<file path="src/rvf_pkg.sv">
// Shared types, constants and helpers of the ring repeated-vertex filter.
package rvf_pkg;

  // Configuration port geometry and register decode.
  localparam int unsigned PADDR_W = 3;
  localparam int unsigned PDATA_W = 32;
  localparam logic REG_TOLERANCE = 1'b0;

  // Field widths that the result format fixes.
  localparam int unsigned TOL_W = 31;
  localparam int unsigned KEPT_OUT_W = 13;
  localparam int unsigned REMOVED_W = 16;
  localparam int unsigned KEPT_OUT_MAX = 8191;
  localparam logic [REMOVED_W-1:0] REMOVED_MAX = 16'hFFFF;

  // Minimum kept vertices of a closed ring and of an open run.
  localparam int unsigned MIN_CLOSED = 3;
  localparam int unsigned MIN_OPEN = 2;

  // Depth of the command queue between front and back.
  localparam int unsigned CMD_DEPTH = 2;

  typedef enum logic [1:0] {
    VERDICT_REPAIRED   = 2'd0,
    VERDICT_CLEAN      = 2'd1,
    VERDICT_DEGENERATE = 2'd2,
    VERDICT_PENDING    = 2'd3
  } verdict_e;

  typedef enum logic {
    KIND_VERTEX  = 1'b0,
    KIND_SUMMARY = 1'b1
  } kind_e;

  // Control part of one command: which results to emit and the summary fields.
  typedef struct packed {
    logic                  v1_en;
    logic                  v2_en;
    logic                  sum_en;
    logic [KEPT_OUT_W-1:0] kept;
    logic                  few;
    verdict_e              verdict;
    logic [REMOVED_W-1:0]  removed;
  } rvf_cmd_t;

  // Saturating increment of the removed-vertex count.
  function automatic logic [REMOVED_W-1:0] removed_inc(input logic [REMOVED_W-1:0] v);
    return (v == REMOVED_MAX) ? v : v + 16'd1;
  endfunction

endpackage

</file>
<file path="src/rvf_cmd_fifo.sv">
// Small register-based queue that carries commands from the front to the back.
module rvf_cmd_fifo #(
  parameter int unsigned WIDTH = 8,
  parameter int unsigned DEPTH = 2
) (
  input  logic             clk_i,
  input  logic             rst_ni,
  input  logic             push_i,
  input  logic [WIDTH-1:0] wdata_i,
  output logic             full_o,
  input  logic             pop_i,
  output logic             valid_o,
  output logic [WIDTH-1:0] rdata_o
);

  localparam int unsigned PW = (DEPTH > 1) ? $clog2(DEPTH) : 1;
  localparam int unsigned CW = $clog2(DEPTH + 1);
  localparam logic [PW-1:0] LAST_PTR = PW'(DEPTH - 1);

  logic [WIDTH-1:0] mem_q [DEPTH];
  logic [PW-1:0] wr_ptr_q, wr_ptr_d;
  logic [PW-1:0] rd_ptr_q, rd_ptr_d;
  logic [CW-1:0] count_q, count_d;
  logic do_push, do_pop;

  assign full_o  = (count_q == CW'(DEPTH));
  assign valid_o = (count_q != '0);
  assign rdata_o = mem_q[rd_ptr_q];
  assign do_push = push_i && !full_o;
  assign do_pop  = pop_i && valid_o;

  // Pointer and fill count update.
  always_comb begin
    wr_ptr_d = wr_ptr_q;
    rd_ptr_d = rd_ptr_q;
    count_d  = count_q;
    if (do_push) begin
      wr_ptr_d = (wr_ptr_q == LAST_PTR) ? '0 : wr_ptr_q + PW'(1);
    end
    if (do_pop) begin
      rd_ptr_d = (rd_ptr_q == LAST_PTR) ? '0 : rd_ptr_q + PW'(1);
    end
    if (do_push && !do_pop) begin
      count_d = count_q + CW'(1);
    end else if (do_pop && !do_push) begin
      count_d = count_q - CW'(1);
    end
  end

  always_ff @(posedge clk_i or negedge rst_ni) begin
    if (!rst_ni) begin
      wr_ptr_q <= '0;
      rd_ptr_q <= '0;
      count_q  <= '0;
    end else begin
      wr_ptr_q <= wr_ptr_d;
      rd_ptr_q <= rd_ptr_d;
      count_q  <= count_d;
    end
  end

  // Entry storage.
  always_ff @(posedge clk_i) begin
    if (do_push) begin
      mem_q[wr_ptr_q] <= wdata_i;
    end
  end

endmodule

</file>
<file path="src/rvf_front.sv">
// Front end: tracks the held and first vertex of a ring and classifies each vertex.
module rvf_front #(
  parameter int unsigned COORD_BITS = 32,
  parameter int unsigned MAX_RING_VERTICES = 4096
) (
  input  logic                         clk_i,
  input  logic                         rst_ni,
  input  logic [rvf_pkg::TOL_W-1:0]    tol_i,
  input  logic                         accept_i,
  input  logic signed [COORD_BITS-1:0] point_x_i,
  input  logic signed [COORD_BITS-1:0] point_y_i,
  input  logic                         ring_closed_i,
  input  logic                         ring_end_i,
  input  logic                         entity_end_i,
  output logic                         cmd_push_o,
  output rvf_pkg::rvf_cmd_t            cmd_o,
  output logic signed [COORD_BITS-1:0] v1_x_o,
  output logic signed [COORD_BITS-1:0] v1_y_o,
  output logic signed [COORD_BITS-1:0] v2_x_o,
  output logic signed [COORD_BITS-1:0] v2_y_o
);

  import rvf_pkg::*;

  localparam int unsigned DW  = (COORD_BITS > TOL_W) ? COORD_BITS : TOL_W;
  localparam int unsigned KW  = $clog2(MAX_RING_VERTICES + 1);
  localparam int unsigned KCW = (KW > KEPT_OUT_W) ? KW : KEPT_OUT_W;
  localparam logic [KW-1:0] KMAX = KW'(MAX_RING_VERTICES);

  // Chebyshev distance within tolerance.
  function automatic logic near_f(input logic signed [COORD_BITS-1:0] ax,
                                  input logic signed [COORD_BITS-1:0] ay,
                                  input logic signed [COORD_BITS-1:0] bx,
                                  input logic signed [COORD_BITS-1:0] by,
                                  input logic [TOL_W-1:0] tol);
    logic signed [COORD_BITS:0] dx, dy, ndx, ndy;
    logic [COORD_BITS-1:0] adx, ady, dmax;
    logic [DW-1:0] de, te;
    dx   = {ax[COORD_BITS-1], ax} - {bx[COORD_BITS-1], bx};
    dy   = {ay[COORD_BITS-1], ay} - {by[COORD_BITS-1], by};
    ndx  = -dx;
    ndy  = -dy;
    adx  = dx[COORD_BITS] ? ndx[COORD_BITS-1:0] : dx[COORD_BITS-1:0];
    ady  = dy[COORD_BITS] ? ndy[COORD_BITS-1:0] : dy[COORD_BITS-1:0];
    dmax = (adx > ady) ? adx : ady;
    de   = DW'(dmax);
    te   = DW'(tol);
    return de <= te;
  endfunction

  logic signed [COORD_BITS-1:0] held_x_q, held_y_q, first_x_q, first_y_q;
  logic signed [COORD_BITS-1:0] held_x_d, held_y_d, first_x_d, first_y_d;
  logic held_valid_q, held_valid_d;
  logic [KW-1:0] kept_q, kept_d;
  logic [REMOVED_W-1:0] removed_q, removed_d;
  logic degen_q, degen_d;

  logic start, rend, near_held, near_close, close_drop, few, degen_new;
  logic v1_en, v2_en;
  logic [KW-1:0] kept1, kept2;
  logic [KCW-1:0] kept_wide;
  logic [REMOVED_W-1:0] rem1, rem2;
  logic signed [COORD_BITS-1:0] new_x, new_y;
  verdict_e verdict;

  // Classification of the incoming vertex against the held and first vertex.
  always_comb begin
    start     = !held_valid_q;
    rend      = ring_end_i || entity_end_i;
    near_held = held_valid_q &&
                near_f(point_x_i, point_y_i, held_x_q, held_y_q, tol_i);
    v1_en     = held_valid_q && !near_held;
    new_x     = near_held ? held_x_q : point_x_i;
    new_y     = near_held ? held_y_q : point_y_i;
    rem1      = near_held ? removed_inc(removed_q) : removed_q;

    if (start) begin
      kept1 = KW'(1);
    end else if (v1_en && (kept_q < KMAX)) begin
      kept1 = kept_q + KW'(1);
    end else begin
      kept1 = kept_q;
    end

    // The closing test uses the vertex that ends up held.
    near_close = near_held ? near_f(held_x_q, held_y_q, first_x_q, first_y_q, tol_i)
                           : near_f(point_x_i, point_y_i, first_x_q, first_y_q, tol_i);
    close_drop = rend && ring_closed_i && !start && (kept1 > KW'(1)) && near_close;
    kept2      = (close_drop && (kept1 < KMAX)) ? kept1 - KW'(1) : kept1;
    rem2       = close_drop ? removed_inc(rem1) : rem1;
    v2_en      = rend && !close_drop;
    few        = ring_closed_i ? (kept2 < KW'(MIN_CLOSED)) : (kept2 < KW'(MIN_OPEN));
    degen_new  = degen_q || few;

    if (!entity_end_i) begin
      verdict = VERDICT_PENDING;
    end else if (degen_new) begin
      verdict = VERDICT_DEGENERATE;
    end else if (rem2 == '0) begin
      verdict = VERDICT_CLEAN;
    end else begin
      verdict = VERDICT_REPAIRED;
    end

    kept_wide = KCW'(kept2);
  end

  // Command toward the back end.
  always_comb begin
    cmd_push_o     = accept_i && (v1_en || rend);
    cmd_o.v1_en    = v1_en;
    cmd_o.v2_en    = v2_en;
    cmd_o.sum_en   = rend;
    cmd_o.kept     = (kept_wide > KCW'(KEPT_OUT_MAX)) ? KEPT_OUT_W'(KEPT_OUT_MAX)
                                                      : kept_wide[KEPT_OUT_W-1:0];
    cmd_o.few      = few;
    cmd_o.verdict  = verdict;
    cmd_o.removed  = rem2;
    v1_x_o         = held_x_q;
    v1_y_o         = held_y_q;
    v2_x_o         = new_x;
    v2_y_o         = new_y;
  end

  // Next ring and entity state.
  always_comb begin
    held_valid_d = held_valid_q;
    kept_d       = kept_q;
    removed_d    = removed_q;
    degen_d      = degen_q;
    held_x_d     = held_x_q;
    held_y_d     = held_y_q;
    first_x_d    = first_x_q;
    first_y_d    = first_y_q;
    if (accept_i) begin
      held_x_d  = new_x;
      held_y_d  = new_y;
      first_x_d = start ? point_x_i : first_x_q;
      first_y_d = start ? point_y_i : first_y_q;
      if (rend) begin
        held_valid_d = 1'b0;
        kept_d       = '0;
        removed_d    = entity_end_i ? '0 : rem2;
        degen_d      = entity_end_i ? 1'b0 : degen_new;
      end else begin
        held_valid_d = 1'b1;
        kept_d       = kept1;
        removed_d    = rem1;
      end
    end
  end

  always_ff @(posedge clk_i or negedge rst_ni) begin
    if (!rst_ni) begin
      held_valid_q <= 1'b0;
      kept_q       <= '0;
      removed_q    <= '0;
      degen_q      <= 1'b0;
    end else begin
      held_valid_q <= held_valid_d;
      kept_q       <= kept_d;
      removed_q    <= removed_d;
      degen_q      <= degen_d;
    end
  end

  // Vertex coordinates are only read while the held vertex is valid.
  always_ff @(posedge clk_i) begin
    held_x_q  <= held_x_d;
    held_y_q  <= held_y_d;
    first_x_q <= first_x_d;
    first_y_q <= first_y_d;
  end

endmodule

</file>
<file path="src/rvf_back.sv">
// Back end: expands each command into its result records, one per cycle while pop is high.
module rvf_back #(
  parameter int unsigned COORD_BITS = 32
) (
  input  logic                                clk_i,
  input  logic                                rst_ni,
  input  logic                                cmd_valid_i,
  input  rvf_pkg::rvf_cmd_t                   cmd_i,
  input  logic signed [COORD_BITS-1:0]        v1_x_i,
  input  logic signed [COORD_BITS-1:0]        v1_y_i,
  input  logic signed [COORD_BITS-1:0]        v2_x_i,
  input  logic signed [COORD_BITS-1:0]        v2_y_i,
  output logic                                cmd_pop_o,
  input  logic                                pop_i,
  output logic                                empty_o,
  output logic                                result_kind_o,
  output logic signed [COORD_BITS-1:0]        out_x_o,
  output logic signed [COORD_BITS-1:0]        out_y_o,
  output logic                                run_last_o,
  output logic [rvf_pkg::KEPT_OUT_W-1:0]      kept_count_o,
  output logic                                too_few_o,
  output logic [1:0]                          verdict_o,
  output logic [rvf_pkg::REMOVED_W-1:0]       removed_total_o
);

  import rvf_pkg::*;

  logic [2:0] done_q, done_d, remain, pick;
  logic out_valid_q, out_valid_d;
  logic load, last;

  kind_e                  kind_q, kind_d;
  logic signed [COORD_BITS-1:0] x_q, x_d, y_q, y_d;
  logic                   run_last_q, run_last_d;
  logic [KEPT_OUT_W-1:0]  kept_q, kept_d;
  logic                   few_q, few_d;
  verdict_e               verdict_q, verdict_d;
  logic [REMOVED_W-1:0]   removed_q, removed_d;

  // Pick the oldest result of the head command that is not yet sent.
  always_comb begin
    remain = {cmd_i.sum_en, cmd_i.v2_en, cmd_i.v1_en} & ~done_q;
    if (remain[0]) begin
      pick = 3'b001;
    end else if (remain[1]) begin
      pick = 3'b010;
    end else begin
      pick = 3'b100;
    end
    last      = ((remain & ~pick) == 3'b000);
    load      = cmd_valid_i && (!out_valid_q || pop_i);
    cmd_pop_o = load && last;

    done_d = done_q;
    if (load) begin
      done_d = last ? 3'b000 : (done_q | pick);
    end

    if (load) begin
      out_valid_d = 1'b1;
    end else if (pop_i) begin
      out_valid_d = 1'b0;
    end else begin
      out_valid_d = out_valid_q;
    end
  end

  // Result record for the picked slot.
  always_comb begin
    kind_d     = kind_q;
    x_d        = x_q;
    y_d        = y_q;
    run_last_d = run_last_q;
    kept_d     = kept_q;
    few_d      = few_q;
    verdict_d  = verdict_q;
    removed_d  = removed_q;
    if (load) begin
      if (pick[2]) begin
        kind_d     = KIND_SUMMARY;
        x_d        = '0;
        y_d        = '0;
        run_last_d = 1'b1;
        kept_d     = cmd_i.kept;
        few_d      = cmd_i.few;
        verdict_d  = cmd_i.verdict;
        removed_d  = cmd_i.removed;
      end else begin
        kind_d     = KIND_VERTEX;
        x_d        = pick[0] ? v1_x_i : v2_x_i;
        y_d        = pick[0] ? v1_y_i : v2_y_i;
        run_last_d = 1'b0;
        kept_d     = '0;
        few_d      = 1'b0;
        verdict_d  = VERDICT_PENDING;
        removed_d  = '0;
      end
    end
  end

  always_ff @(posedge clk_i or negedge rst_ni) begin
    if (!rst_ni) begin
      done_q      <= 3'b000;
      out_valid_q <= 1'b0;
    end else begin
      done_q      <= done_d;
      out_valid_q <= out_valid_d;
    end
  end

  // Output register payload.
  always_ff @(posedge clk_i) begin
    kind_q     <= kind_d;
    x_q        <= x_d;
    y_q        <= y_d;
    run_last_q <= run_last_d;
    kept_q     <= kept_d;
    few_q      <= few_d;
    verdict_q  <= verdict_d;
    removed_q  <= removed_d;
  end

  assign empty_o         = !out_valid_q;
  assign result_kind_o   = kind_q;
  assign out_x_o         = x_q;
  assign out_y_o         = y_q;
  assign run_last_o      = run_last_q;
  assign kept_count_o    = kept_q;
  assign too_few_o       = few_q;
  assign verdict_o       = verdict_q;
  assign removed_total_o = removed_q;

endmodule

</file>
<file path="src/ring_repeated_vertex_filter_top.sv">
// Top level of the ring repeated-vertex filter: config port, front, queue and back.
//
//   Channel  Handshake             Contents
//   input    push / full           point_x_i, point_y_i, ring_closed_i, ring_end_i,
//                                  entity_end_i
//   result   empty / pop           result_kind_o, out_x_o, out_y_o, run_last_o,
//                                  kept_count_o, too_few_o, verdict_o, removed_total_o
//   config   psel/penable/pwrite   tolerance at byte address 0, pready always high
//
// The front takes one vertex per cycle while full is low and pushes a command for
// every vertex that yields a result; the back sends one result per cycle from the
// output register while pop is high. A vertex makes zero to three results, so the
// sustained rate is set by the single result port.
// full rises only when the two-entry command queue is full. Reset clears the
// ring and entity state and the tolerance; no clearing pass follows.
module ring_repeated_vertex_filter_top #(
  parameter int unsigned COORD_BITS = 32,
  parameter int unsigned MAX_RING_VERTICES = 4096
) (
  input  logic                                clk_i,
  input  logic                                rst_ni,
  // Configuration port.
  input  logic                                psel,
  input  logic                                penable,
  input  logic                                pwrite,
  input  logic [rvf_pkg::PADDR_W-1:0]         paddr,
  input  logic [rvf_pkg::PDATA_W-1:0]         pwdata,
  output logic [rvf_pkg::PDATA_W-1:0]         prdata,
  output logic                                pready,
  // Input vertices.
  input  logic                                push,
  output logic                                full,
  input  logic signed [COORD_BITS-1:0]        point_x_i,
  input  logic signed [COORD_BITS-1:0]        point_y_i,
  input  logic                                ring_closed_i,
  input  logic                                ring_end_i,
  input  logic                                entity_end_i,
  // Results.
  output logic                                empty,
  input  logic                                pop,
  output logic                                result_kind_o,
  output logic signed [COORD_BITS-1:0]        out_x_o,
  output logic signed [COORD_BITS-1:0]        out_y_o,
  output logic                                run_last_o,
  output logic [rvf_pkg::KEPT_OUT_W-1:0]      kept_count_o,
  output logic                                too_few_o,
  output logic [1:0]                          verdict_o,
  output logic [rvf_pkg::REMOVED_W-1:0]       removed_total_o
);

  import rvf_pkg::*;

  localparam int unsigned CMD_W = $bits(rvf_cmd_t) + 4 * COORD_BITS;

  logic [TOL_W-1:0] tol_q, tol_d;
  logic cfg_write, accept, cmd_push, cmd_valid, cmd_pop;
  rvf_cmd_t cmd_w, cmd_r;
  logic signed [COORD_BITS-1:0] v1_x_w, v1_y_w, v2_x_w, v2_y_w;
  logic signed [COORD_BITS-1:0] v1_x_r, v1_y_r, v2_x_r, v2_y_r;
  logic [CMD_W-1:0] wdata, rdata;

  // Tolerance register behind the configuration port.
  assign pready    = 1'b1;
  assign cfg_write = psel && penable && pwrite && pready && (paddr[2] == REG_TOLERANCE);
  assign tol_d     = cfg_write ? pwdata[TOL_W-1:0] : tol_q;
  assign prdata    = (paddr[2] == REG_TOLERANCE) ? {1'b0, tol_q} : '0;

  always_ff @(posedge clk_i or negedge rst_ni) begin
    if (!rst_ni) begin
      tol_q <= '0;
    end else begin
      tol_q <= tol_d;
    end
  end

  // A vertex request is taken whenever the command queue has room.
  assign accept = push && !full;

  rvf_front #(
    .COORD_BITS       (COORD_BITS),
    .MAX_RING_VERTICES(MAX_RING_VERTICES)
  ) u_front (
    .clk_i        (clk_i),
    .rst_ni       (rst_ni),
    .tol_i        (tol_q),
    .accept_i     (accept),
    .point_x_i    (point_x_i),
    .point_y_i    (point_y_i),
    .ring_closed_i(ring_closed_i),
    .ring_end_i   (ring_end_i),
    .entity_end_i (entity_end_i),
    .cmd_push_o   (cmd_push),
    .cmd_o        (cmd_w),
    .v1_x_o       (v1_x_w),
    .v1_y_o       (v1_y_w),
    .v2_x_o       (v2_x_w),
    .v2_y_o       (v2_y_w)
  );

  assign wdata = {cmd_w, v1_x_w, v1_y_w, v2_x_w, v2_y_w};

  rvf_cmd_fifo #(
    .WIDTH(CMD_W),
    .DEPTH(CMD_DEPTH)
  ) u_cmd_fifo (
    .clk_i  (clk_i),
    .rst_ni (rst_ni),
    .push_i (cmd_push),
    .wdata_i(wdata),
    .full_o (full),
    .pop_i  (cmd_pop),
    .valid_o(cmd_valid),
    .rdata_o(rdata)
  );

  assign {cmd_r, v1_x_r, v1_y_r, v2_x_r, v2_y_r} = rdata;

  rvf_back #(
    .COORD_BITS(COORD_BITS)
  ) u_back (
    .clk_i          (clk_i),
    .rst_ni         (rst_ni),
    .cmd_valid_i    (cmd_valid),
    .cmd_i          (cmd_r),
    .v1_x_i         (v1_x_r),
    .v1_y_i         (v1_y_r),
    .v2_x_i         (v2_x_r),
    .v2_y_i         (v2_y_r),
    .cmd_pop_o      (cmd_pop),
    .pop_i          (pop),
    .empty_o        (empty),
    .result_kind_o  (result_kind_o),
    .out_x_o        (out_x_o),
    .out_y_o        (out_y_o),
    .run_last_o     (run_last_o),
    .kept_count_o   (kept_count_o),
    .too_few_o      (too_few_o),
    .verdict_o      (verdict_o),
    .removed_total_o(removed_total_o)
  );

endmodule

</file>
<file path="config.mk">
export PLATFORM = sky130hd
export DESIGN_NAME = ring_repeated_vertex_filter_top
export DESIGN_NICKNAME = d
export VERILOG_FILES = /design/src/rvf_pkg.sv /design/src/rvf_cmd_fifo.sv /design/src/rvf_front.sv /design/src/rvf_back.sv /design/src/ring_repeated_vertex_filter_top.sv
export SDC_FILE = /design/constraint.sdc
export NUM_CORES = 2
export LEC_CHECK = 0
export BUFFER_PORTS_ARGS = -buffer_cell sky130_fd_sc_hd__buf_4
export CAP_MARGIN = 10
export CORE_MARGIN = 2
export CORE_UTILIZATION = 40
export CTS_BUF_LIST = sky130_fd_sc_hd__clkbuf_4 sky130_fd_sc_hd__clkbuf_8
export DETAILED_ROUTE_END_ITERATION = 10
export GPL_ROUTABILITY_DRIVEN = 0
export HOLD_SLACK_MARGIN = 0.06
export PLACE_DENSITY_LB_ADDON = 0.12
export SYNTH_ARGS = -nofsm -noshare
export SYNTH_HDL_FRONTEND = slang
export SYNTH_SLANG_ARGS = --single-unit
</file>
<file path="constraint.sdc">
create_clock -name clk_i -period 22.8 [get_ports clk_i]
set_input_delay 2.28 -clock clk_i [delete_from_list [all_inputs] [get_ports clk_i]]
set_output_delay 2.28 -clock clk_i [all_outputs]
set_load 0.01 [all_outputs]
</file>
# Word-level counts from Yosys, hierarchy flattened
# Memories as Yosys holds them, arrays and structs flattened.
# Cells that the tools add are included.
dict set report totals {
  ff_bits 295
  latchBits 0
  ram_bits 326
  mem_bits_ro 0
  word_cells 145
  n_memories 1
}
# name words word_bits rd rd_ports_with_merged_regs wr line
set memory_table {}
lappend memory_table {u_cmd_fifo.mem_q 2 163 1 0 1 rvf_cmd_fifo.sv:20} ;# logic [WIDTH-1:0] mem_q [DEPTH];
dict set report classes {
  n_addsub 20
  n_mul 0
  div 0
  order_cmp 12
  eq_ne 3
  shifts 0
  mux 44
  n_bitwise 7
  reduce_logical 37
}
# cell count
set ops {}
lappend ops {{$mux 32} 13}
lappend ops {{$sub 32x32->33} 6}
lappend ops {{$neg 32->32} 6}
lappend ops {{$gt 32x32->1} 3}
lappend ops {{$le 32x31->1} 3}
lappend ops {{$mux 16} 6}
lappend ops {{$mux 13} 5}
lappend ops {{$add 16x1->16 const B} 2}
lappend ops {{$eq 16x16->1 const B} 2}
lappend ops {{$mux 31} 1}
lappend ops {{$lt 13x13->1 const B} 2}
lappend ops {{$lt 13x2->1 const B} 2}
lappend ops {{$logic_and 1x1->1} 20}
lappend ops {{$logic_not 16->1} 1}
lappend ops {{$add 13x1->13 const B} 1}
lappend ops {{$gt 13x1->1 const B} 1}
lappend ops {{$gt 13x13->1 const B} 1}
lappend ops {{$sub 13x1->13 const B} 1}
lappend ops {{$mux 1} 12}
lappend ops {{$mux 3} 3}
lappend ops {{$mux 2} 4}
lappend ops {{$and 3x3->3} 2}
lappend ops {{$logic_not 1->1} 6}
lappend ops {{$not 3->3} 2}
lappend ops {{10 further kinds} 18}

# Logic depth before layout (Yosys ltp)
dict set report depth {
  depth_word 22
  depth_mapped 55
}

# By module
# A second synthesis with hierarchy kept.
dict set report unflattened {
  cells_unflattened 4905
  hier_area_um2 47969.8
}
# mod n_inst cells_each area_per_inst_um2 seq_area_each_um2
set modules_own_cells {}
lappend modules_own_cells {rvf_front 1 4033 30190.2 4619.4}
lappend modules_own_cells {rvf_cmd_fifo 1 526 12055.3 9889.5}
lappend modules_own_cells {rvf_back 1 241 4195.3 3012.9}
lappend modules_own_cells {ring_repeated_vertex_filter_top 1 105 1529.0 775.7}

# Least setup slack after synthesis
# Ideal clock, no wire load.
dict set report synth_timing {
  path_kind {input port to flip-flop}
  startpoint {input point_x_i[0]}
  endpoint {memory u_cmd_fifo.mem_q[0][0] (netlist name) (enable)}
  arrival_ns 17.498
  required_time_ns 22.092
  path_slack_ns 4.594
  cell_stages 39
  n_path_buf 4
  cell_sequence {inv_1 ha_1 fa_1 nand2b_1 a21o_1 a2111o_1 nand2_1 xor2_1 or3_1 or2_2 or3_1 or3_1 o31ai_1 xnor2_1 ha_1 nand2_1 o21ai_0 a221o_1 [... 3 more ...] o21ai_0 o31a_1 ha_1 o21ai_0 nand2b_1 a21oi_1 o21ai_0 a31o_2 a221oi_1 nor2_1 or3b_2 mux2i_1 or3_1 buf_2 buf_2 a31oi_1 o21a_1 nor2b_1}
}
# element line
set synth_rtl {}
lappend synth_rtl {{from (decl)} ring_repeated_vertex_filter_top.sv:33} ;# input logic signed [COORD_BITS-1:0] point_x_i,
lappend synth_rtl {{to (decl)} rvf_cmd_fifo.sv:20}

==> impl_metrics.env <==
export IMPL_fp_row_count=124
export IMPL_netlist_area_mm2=0.0464
export IMPL_port_buffer_count=236
export IMPL_cts_inserted_buffers=108
export IMPL_slew_viol_final=0
export IMPL_vias=38000
export IMPL_cts_repair_resize_count=0
export IMPL_async_flop_share_pct=11.3
export IMPL_worstPathArrival_ns=15.59
export IMPL_timing_clock_skew_ns=0.0590
export IMPL_postCtsSetupRepairBufs=0
export IMPL_initial_standard_cell_utilization_of_the_core_pct=40.5
export IMPL_synth_yosys_warnings=0
export IMPL_tritoncts_clock_tree="done"
export IMPL_layout_drive_gt1_share_pct=11.4
export IMPL_end_kind="flop"
export IMPL_rsz_0062_raised_after_global_routing="false"
export IMPL_clock_fmax_mhz=66.5
export IMPL_num_fill_cells=11000
export IMPL_yosys_top_cells_area="sky130_fd_sc_hd__edfxtp_1 36%, sky130_fd_sc_hd__ha_1 11%, sky130_fd_sc_hd__mux2i_1 4.7%, sky130_fd_sc_hd__xnor2_1 4.4%, sky130_fd_sc_hd__dfrtp_1 3.8%"
export IMPL_boundaryPins=242
export IMPL_holdBufCountCts=0
export IMPL_synthCells=4784
export IMPL_vias_in_the_first_global_route=36200
export IMPL_drtPass1Iterations=7
export IMPL_ys_dominant_reg_cell="sky130_fd_sc_hd__edfxtp_1"
export IMPL_worst_path_max_delay_cell="sky130_fd_sc_hd__a21boi_1"
export IMPL_worstPathRequired_ns=23.36
export IMPL_critical_path_most_common_cell="sky130_fd_sc_hd__a21o_1"
export IMPL_setup_viol=0
export IMPL_synth_enable_flop_cells=551
export IMPL_final_critical_path_time_including_i_o_delays_and_setup_ns=15.03
export IMPL_report_final_hold_viol_count=0
export IMPL_antenna_found_initial=2
export IMPL_final_setup_tns_ns=0
export IMPL_synth_largest_area_cell="sky130_fd_sc_hd__edfxtp_1"
export IMPL_timing_slew_headroom_pct=23.6
export IMPL_cts_max_level=3
export IMPL_clock_tree_buffer_depth=3
export IMPL_detailedRoute_firstIterationViolations=3243
export IMPL_drtAntennaViolNets=0
export IMPL_detail_route_drc_violations=0
export IMPL_area_of_the_core_region_mm2=0.115
export IMPL_synth_top_area_share_pct=35.7
export IMPL_routed_wl_um=149000
export IMPL_maximum_number_of_pins_on_one_net_before_global_route_repair=70
export IMPL_max_stage_delay_ns=0.90
export IMPL_critical_path_startpoint="point_x_i[0]"
export IMPL_crit_fanout=37
export IMPL_global_route_usage_total_pct=24.6
export IMPL_dp_cells=6372
export IMPL_critPathKind="in2reg"
export IMPL_via_per_inst=5.79
export IMPL_fin_hold_ws_ns=0.491
export IMPL_most_common_layout_cells="551 x sky130_fd_sc_hd__edfxtp_1, 393 x sky130_fd_sc_hd__ha_1, 355 x sky130_fd_sc_hd__nand2_1"
export IMPL_portion_of_the_post_synthesis_area_used_by_sequential_elements_pct=39.5
export IMPL_crit_reg2reg_launch="u_front.v1_x_o[0]"
export IMPL_synthDistinctLibCells=111
export IMPL_timing_critical_path_from_type="input port"
export IMPL_class_of_the_tightest_hold_or_removal_check="reg2reg"
export IMPL_die_height_um=345
export IMPL_syn_nets=5292
export IMPL_global_route_overflow_total=0
export IMPL_cts_root_buffer_cell="sky130_fd_sc_hd__clkbuf_8"
export IMPL_worst_hold_startpoint="u_cmd_fifo.count_q[1]"
export IMPL_flow_area_growth_from_synthesis_pct=11.8
export IMPL_outcome="finished clean"
export IMPL_floorplan_die_width_um=345
export IMPL_syn_area_per_cell_um2=9.69
export IMPL_max_slew_worst_pin_slew_ns=1.13
export IMPL_dp_hpwl_um=118000
export IMPL_final_min_period_over_clock_period_pct=65.9
export IMPL_drt_wirelength_per_cell_um=22.7
export IMPL_synth_seq_cells=621
export IMPL_max_cap_violations=0
export IMPL_layout_cells_most_common="sky130_fd_sc_hd__edfxtp_1"
export IMPL_clock_sinks=621
export IMPL_grt_pass1_wl_um=222000
export IMPL_finalNetCount=5479
export IMPL_clk_latency_ns=0.82
export IMPL_worst_slack_ns=7.77
export IMPL_stdcell_count=6566
export IMPL_clock_transition_at_the_register_clock_pins_on_the_worst_setup_and_hold_paths_after_cts_ns=0.06
export IMPL_floorplan_die_area_mm2=0.119
export IMPL_place_worst_setup_slack_ns=6.81
[sequential cells by signal, indices dropped and copies added, names as in the netlist, 31 cells and up]
name               cells
tol_q                 31
u_front.first_x_q     32
u_front.first_y_q     32
u_back.out_y_o        32
u_back.out_x_o        32
u_front.v1_x_o        32
u_cmd_fifo.mem_q     326
u_front.v1_y_o        32
[Yosys cell counts, types with 15 or more instances]
master / n
sky130_fd_sc_hd__edfxtp_1: 551
sky130_fd_sc_hd__nand4_1: 81
sky130_fd_sc_hd__or3_1: 35
sky130_fd_sc_hd__a21o_1: 152
sky130_fd_sc_hd__o21a_1: 58
sky130_fd_sc_hd__xor2_1: 145
sky130_fd_sc_hd__clkbuf_1: 164
sky130_fd_sc_hd__o211ai_1: 27
sky130_fd_sc_hd__nor2b_1: 43
sky130_fd_sc_hd__nor4_1: 23
sky130_fd_sc_hd__or4_1: 17
sky130_fd_sc_hd__mux2i_1: 217
sky130_fd_sc_hd__o31ai_1: 34
sky130_fd_sc_hd__a21oi_1: 319
sky130_fd_sc_hd__dfrtp_1: 70
sky130_fd_sc_hd__nand2_1: 357
sky130_fd_sc_hd__or2_2: 19
sky130_fd_sc_hd__buf_1: 15
sky130_fd_sc_hd__nor3_1: 80
sky130_fd_sc_hd__a211oi_1: 46
sky130_fd_sc_hd__o31a_1: 39
sky130_fd_sc_hd__xnor2_1: 232
sky130_fd_sc_hd__and2_1: 50
sky130_fd_sc_hd__a31oi_1: 54
sky130_fd_sc_hd__o21bai_1: 21
sky130_fd_sc_hd__mux2_2: 44
sky130_fd_sc_hd__ha_1: 393
sky130_fd_sc_hd__o21ai_0: 313
sky130_fd_sc_hd__nand2b_1: 49
sky130_fd_sc_hd__nand3_1: 80
sky130_fd_sc_hd__and3_1: 56
sky130_fd_sc_hd__nor2_1: 347
sky130_fd_sc_hd__inv_1: 263
sky130_fd_sc_hd__o22ai_1: 76
[routing by layer]
metal,global-route usage (%),routed length (µm)
met3,3.73,10100
met5,0,0
met4,7.69,4170
met1,35.4,68900
met2,38.1,65900
[critical path: cells and delay by family]
| kind | cells | cell delay [ns] |
|---|---|---|
| and+or+nand+nor | 14 | 3.60 |
| adders and majority gates | 5 | 1.53 |
| AOI/OAI and AO/OA | 26 | 6.61 |
| buffers and inverters | 4 | 0.83 |
| muxes | 1 | 0.29 |
| xor gates and xnor gates | 1 | 0.41 |
[cells by family (layout without fill, tap and decap cells)]
kind of cell,count (synthesis),after routing,synth area share (%)
other,2,3,0.0162
xor gates and xnor gates,378,378,7.15
adders and majority gates,399,399,10.9
muxes,261,261,5.75
buffers and inverters,461,730,3.84
AOI/OAI and AO/OA,1335,1335,18.6
and+or+nand+nor,1327,1327,14.3
DFF,621,621,39.5
[final cells by class]
type	instances	area [µm²]	share of cell area, %
multi-input cells	3702	26400	50.9
flip-flops and latches	621	18300	35.3
repair buffers	273	2050	3.95
well taps	1512	1890	3.65
clock buffers	146	1810	3.49
inverters	265	996	1.92
clock inverters	46	430	0.830
diodes	1	2.50	0.00482
[metrics by stage]
step / cell area (µm²) / utilization [%]
finish: 51900 / 45.2
global route: 51900 / 45.2
CTS: 51900 / 45.2
detailed placement: 49600 / 43.3
global placement: 49600 / 43.3
floorplan: 46400 / -
[path summary, 6_finish.rpt]
| check | end | slack [ns] | cells after the start |
|---|---|---|---|
| worst min register to register | u_cmd_fifo.count_q[1] | 0.49 | 1 |
| worst max-delay path | u_cmd_fifo.mem_q[0][144] | 7.77 | 51 |
| worst max register to register | u_cmd_fifo.mem_q[0][144] | 9.00 | 49 |
| worst min-delay path | u_cmd_fifo.count_q[1] | 0.49 | 1 |
| min in group asynchronous | tol_q[2] | 1.40 | 1 |
| max in group asynchronous | u_cmd_fifo.rd_ptr_q | 20.17 | 2 |
Power is not shown: default switching activity piles up to over one toggle a cycle in this logic, so the estimate is an artifact.
